===== src/rtl/bole_pkg.sv =====
`default_nettype none

package bole_pkg;

  // request commands
  localparam logic [1:0] CMD_INSERT  = 2'd0;
  localparam logic [1:0] CMD_DELETE  = 2'd1;
  localparam logic [1:0] CMD_SEARCH  = 2'd2;
  localparam logic [1:0] CMD_REVERSE = 2'd3;

  // result status codes
  localparam logic [1:0] STAT_OK    = 2'd0;
  localparam logic [1:0] STAT_FULL  = 2'd1;
  localparam logic [1:0] STAT_EMPTY = 2'd2;

  // what a cell loads at the next edge
  typedef enum logic [2:0] {
    CELL_HOLD,
    CELL_LOAD,
    CELL_FROM_LEFT,
    CELL_FROM_RIGHT,
    CELL_MIRROR
  } cell_op_t;

endpackage

`default_nettype wire


===== src/rtl/bole_cell.sv =====
`default_nettype none

module bole_cell #(
  parameter int WORD_BITS = 32
) (
  input  wire                   clk,
  input  bole_pkg::cell_op_t    op,
  input  wire  [WORD_BITS-1:0]  load_word,
  input  wire  [WORD_BITS-1:0]  left_word,
  input  wire  [WORD_BITS-1:0]  right_word,
  input  wire  [WORD_BITS-1:0]  mirror_word,
  input  wire                   live,
  input  wire                   cmp_en,
  output logic [WORD_BITS-1:0]  word,
  output logic                  hit
);
  import bole_pkg::*;

  logic [WORD_BITS-1:0] word_next;

  // source select for the stored word
  always_comb begin
    case (op)
      CELL_HOLD:       word_next = word;
      CELL_LOAD:       word_next = load_word;
      CELL_FROM_LEFT:  word_next = left_word;
      CELL_FROM_RIGHT: word_next = right_word;
      CELL_MIRROR:     word_next = mirror_word;
      default:         word_next = word;
    endcase
  end

  always_ff @(posedge clk) begin
    word <= word_next;
  end

  // local match flag, only for occupied cells
  always_ff @(posedge clk) begin
    hit <= cmp_en && live && (word == load_word);
  end

endmodule

`default_nettype wire


===== config.mk =====
export PLATFORM = sky130hd
export DESIGN_NAME = bole_cell
export DESIGN_NICKNAME = d
export VERILOG_FILES = /design/src/rtl/bole_pkg.sv /design/src/rtl/bole_cell.sv
export SDC_FILE = /design/constraint.sdc
export NUM_CORES = 1
export LEC_CHECK = 0
export BUFFER_PORTS_ARGS = -buffer_cell sky130_fd_sc_hd__buf_2
export CORE_MARGIN = 2
export CORE_UTILIZATION = 40
export DETAILED_ROUTE_END_ITERATION = 7
export PLACE_DENSITY = 0.86
export RECOVER_POWER = 50
export SYNTH_ARGS = -nofsm -noshare
export SYNTH_HDL_FRONTEND = slang
export SYNTH_SLANG_ARGS = --single-unit
export TNS_END_PERCENT = 30

===== constraint.sdc =====
create_clock -name clk -period 5.1 [get_ports clk]
set_input_delay 0.51 -clock clk [delete_from_list [all_inputs] [get_ports clk]]
set_output_delay 0.51 -clock clk [all_outputs]
set_load 0.02 [all_outputs]

[Word-level counts from Yosys, hierarchy flattened]
Index checks and enable logic that the tools add are counted.
Word-level totals
  flip-flop bits (word level): 33
  input bits: 134
  output and inout bits: 33
  word-level logic and storage cells: 11
Cells by class
  eq/ne operators: 5
  reductions and logical operators: 3
  muxes and demuxes: 1
Operators by type and width (number)
  one-hot mux 32 bit (4 select lines): 1
  equality test 32 bit: 1
  equality test 3 x 2 -> 1 bit (second input constant): 2
  nonzero test 4 bit: 1
  equality test 3 x 1 -> 1 bit (second input constant): 1
  equality test 3 bit (second input constant): 1
  logical AND 1 bit: 2

[Longest topological paths before layout]
  depth after elaboration: 2
  mapped depth: 7

[Worst setup path before layout]
OpenSTA, ideal clock, no wires.
  path kind: input to register
  from: input op[1]
  to: register word[0] (enable)
  stages on the path: 4
  path buffers: 2
  setup time: 0.436 ns
  path slack: 1.999 ns
  arrival time: 2.664 ns
  data required time: 4.664 ns
  cell sequence: buf_6 > clkbuf_1 > nor2_1 > xnor2_1
On the way
  word-level cells in the longest chain between the ends: 2
  elaborated cells on any way between the ends: 5
  classes of those cells: eq/ne (4); reduce/logical (1)
RTL lines
  start, declared: RTL line bole_cell.sv:7  | input bole_pkg::cell_op_t op,
  equality test 3 bit, or another cell as far along: RTL line bole_cell.sv:23  | case (op)
  nonzero test 4 bit (no source line) *
  end signal, assigned: RTL line bole_cell.sv:34  | word <= word_next;
  end, declared: RTL line bole_cell.sv:14  | output logic [WORD_BITS-1:0] word,
Every way passes the cells marked *; elsewhere a longest branch is shown, timed or not.
A chain may end at the register's enable or synchronous reset.

[Worst setup path in the final report]
  from: input op[1]
  to: register word[13] (enable)
Same word-level chain as after synthesis.

==> impl_table.tex <==
\begin{tabular}{lr}
\hline
Metric & Value \\
\hline
\multicolumn{2}{l}{\textbf{Floorplan}} \\
\quad Initial core utilization & roughly two fifths \\
\quad Area of the die & 6740 um2 \\
\quad Die Span Y & 82.1 um \\
\quad Die Width & 82.1 um \\
\quad Ports placed on the boundary & around 170 \\
\quad Core area & 5920 um2 \\
\quad Placement Rows & 28 \\
\multicolumn{2}{l}{\textbf{Clocking}} \\
\quad PostCTS Resize Cnt & 0 \\
\quad Maximum clock path buffer count & 2 \\
\quad Total clock buffers created by CTS & 5 \\
\quad CTS tree & yes \\
\quad Clock slew at reported path FFs & 0.06 ns \\
\quad Worst-Skew Late Latency & roughly 0.28 ns \\
\quad H-tree Lvls & 2 \\
\quad Sink count of the clock tree & 33 \\
\quad Setup Buffers After CTS & 0 \\
\quad Clock root buffer & clkbuf\_8 \\
\quad Quantity of hold-fixing buffers added after cts & 0 \\
\multicolumn{2}{l}{\textbf{Route}} \\
\quad Via-to-Cell Ratio & approximately 5.8 \\
\quad Detailed-route via count & about 2700 \\
\quad Violation count after the first detailed-routing iteration & 208 \\
\quad WL per Instance & approximately 17 um \\
\quad DRC violation count after routing & 0 \\
\quad Drt total wl & 7980 um \\
\quad Post-detailed-route count of antenna-violating nets & 0 \\
\quad Drt pass-1 iters & 4 \\
\multicolumn{2}{l}{\textbf{STA}} \\
\quad Measured slew at the worst slew-check pin & approximately 1.7 ns \\
\quad Clock period minus worst slack & 3.68 ns \\
\quad Layout Skew & $\sim$0.0062 ns \\
\quad Post-route setup TNS & 0 ns \\
\quad Hold Fails Final Rpt & 0 \\
\quad Setup violation total in the final timing report & 0 \\
\quad Max Slew Vio Count & 56 \\
\quad Max\_slew headroom & -15.6\% \\
\quad Period Utilization, post-route & 72.2\% \\
\quad F\_max & about 270 MHz \\
\quad RSZ-0062 raised after global routing & false \\
\multicolumn{2}{l}{\textbf{Global routing}} \\
\quad Antenna violations before repair & 0 \\
\quad Vias in the first global route & 2536 \\
\quad Global-route wire length before repair & $\sim$12000 um \\
\quad Total global-route track usage & 23.6\% \\
\quad Total grt overflow & 0 \\
\quad Pin count of the biggest net entering global routing & 66 \\
\multicolumn{2}{l}{\textbf{Run status}} \\
\quad Violated checks & capacitance limit, slew limit \\
\quad Status & finished, violations left \\
\multicolumn{2}{l}{\textbf{Synthesis}} \\
\quad Commonest cells in the netlist & 57 x o22ai\_1, 36 x a21oi\_1, 32 x edfxtp\_1 \\
\quad Synth cell types & 25 \\
\quad EDFF count, synth & 32 \\
\quad Post-Synthesis Cell Area & approximately 2400 um2 \\
\quad Predominant post-synthesis flop cell & edfxtp\_1 \\
\quad Average footprint of a synthesized cell & 10.1 um2 \\
\quad Cell count after synthesis & roughly 240 \\
\quad Flops \& latches, synth & 33 \\
\quad Ys async rst share & 0\% \\
\quad Post-synth top area share & approximately two fifths \\
\quad Register area share after synthesis & roughly two fifths \\
\quad Number of nets produced by synthesis & around 380 \\
\quad Top area cells in the synthesized netlist & edfxtp\_1 39\%, o22ai\_1 15\%, o22a\_1 10\% \\
\quad Cell with the most instances after synthesis & o22ai\_1 \\
\quad Library cell with the largest summed area after synthesis & edfxtp\_1 \\
\quad Yosys synthesis warning count & 0 \\
\multicolumn{2}{l}{\textbf{Layout}} \\
\quad Signed area change from the synthesized netlist to the final layout & 35.6\% \\
\quad Layout net count & approximately 530 \\
\quad Fin area & $\sim$3300 um2 \\
\quad Ant. Diodes & 0 \\
\quad Number of fill cells in the layout & around 560 \\
\quad Fraction of layout instances using a drive strength above 1 & a little under two fifths \\
\multicolumn{2}{l}{\textbf{Power}} \\
\quad Maximum ir drop on the vdd rail & roughly 0.00016 V \\
\quad Leakage power of the design & between 0.001 and 0.0015 uW \\
\quad Total power consumption of the routed design & around 950 uW \\
\quad Power density over the cells & roughly 290 nW/um2 \\
\multicolumn{2}{l}{\textbf{Hold path}} \\
\quad Hold Path Class & in -> reg \\
\quad Startpoint of the most critical hold path & load\_word[11] \\
\multicolumn{2}{l}{\textbf{Critical path}} \\
\quad Crit Path Category & in -> reg \\
\quad Data arrival time of the critical path & about 3.7 ns \\
\quad Reg2Reg Setup Slack & between 3 and 4 ns \\
\quad Source of the critical timing path & op[1] \\
\quad Worst Setup End Kind & flip-flop \\
\quad Number of cells on the worst reg-to-reg path & 4 \\
\quad Sort of element at the start of the critical path & input pin \\
\quad Worst reg2reg path startpoint & word[0] \\
\quad Capturing instance or port of the critical path & word[13] \\
\quad Largest driver fanout on the critical path & 37 \\
\quad Reg-to-Reg End & hit \\
\quad Worst path required time & 5.06 ns \\
\multicolumn{2}{l}{\textbf{Placed design}} \\
\quad DP HPWL & 5840 um \\
\quad PortBufs & 166 \\
\quad Routability cong. & between 0.7 and 0.8 \\
\quad Standard cell area after detailed placement & about 3200 um2 \\
\multicolumn{2}{l}{\textbf{Job}} \\
\quad Maxcap violations & 2 \\
\hline
\end{tabular}
worst max-delay path, stage by stage:
cell      delay, ns
clkbuf_1       1.23
nor2_1         0.12
xnor2_1        1.34
buf_4          0.44
cells by family (layout without fill, tap and decap cells):
group,count (synthesis),count (layout),share of synthesized area (%)
buf+inv,26,179,6.52
xor+xnor,30,30,10.8
compound gates,131,131,36.5
simple gates,22,22,6.00
flops,33,33,40.2
worst min-delay path by stage:
stage                          end  slack [ns]  depth (start not counted)
final                     word[11]        0.57                          2
after global routing      word[11]        0.56                          2
after CTS                 word[11]        0.55                          2
after detailed placement       hit        0.73                          3
after global placement         hit        0.73                          3
after floorplan           word[11]        0.70                          1
placed cells by master (no fill, tap or decap), types with 3 or more instances in the layout:
cell type	synthesis	routed
clkbuf_1	5	35
clkbuf_8	0	6
nor2b_1	6	6
a21o_1	4	4
a221oi_2	4	4
o22a_1	28	28
o22ai_1	57	57
inv_1	3	3
edfxtp_1	32	32
xnor2_1	28	28
nand4_1	6	6
buf_2	10	132
a21oi_1	36	36
area by class of cell:
class	instances	area (um2)	share of cell area (%)
sequential	33	981	29.7
inverter	3	11.3	0.341
clock inverter	1	30.0	0.908
clock buffer	7	86.3	2.61
tap	75	93.8	2.84
timing repair buffer	168	803	24.3
multi-input combinational	183	1300	39.3
flip-flops by register name, summed over array words and instances (netlist names):
register	cells
word	32
hit	1
where the power goes:
part           internal, uW  switching [uW]
sequential              353            31.0
clock                   159            92.4
combinational           131             184
total                   643             308
stage by stage:
stage	util [%]	hold WS, ns	setup WS [ns]	instances
2_1_floorplan	-	0.695	2.00	242
3_3_place_gp	54.7	0.728	2.11	462
3_5_place_dp	54.7	0.732	2.01	462
4_1_cts	56.7	0.554	2.30	470
5_1_grt	55.9	0.562	1.10	470
6_report	55.9	0.567	1.42	470
metal layers:
metal | wire length [um] | global-route usage, % | vias to the layer above | part of all wire (%)
met5 | 0 | 0 | - | 0
met4 | 40 | 5.83 | 0 | 0.50
met1 | 3120 | 30.3 | 1285 | 39
met3 | 710 | 4.07 | 4 | 8.9
li1 | - | - | 1289 | -
met2 | 4100 | 41.1 | 156 | 51
Power figures use the tool's default switching activity.
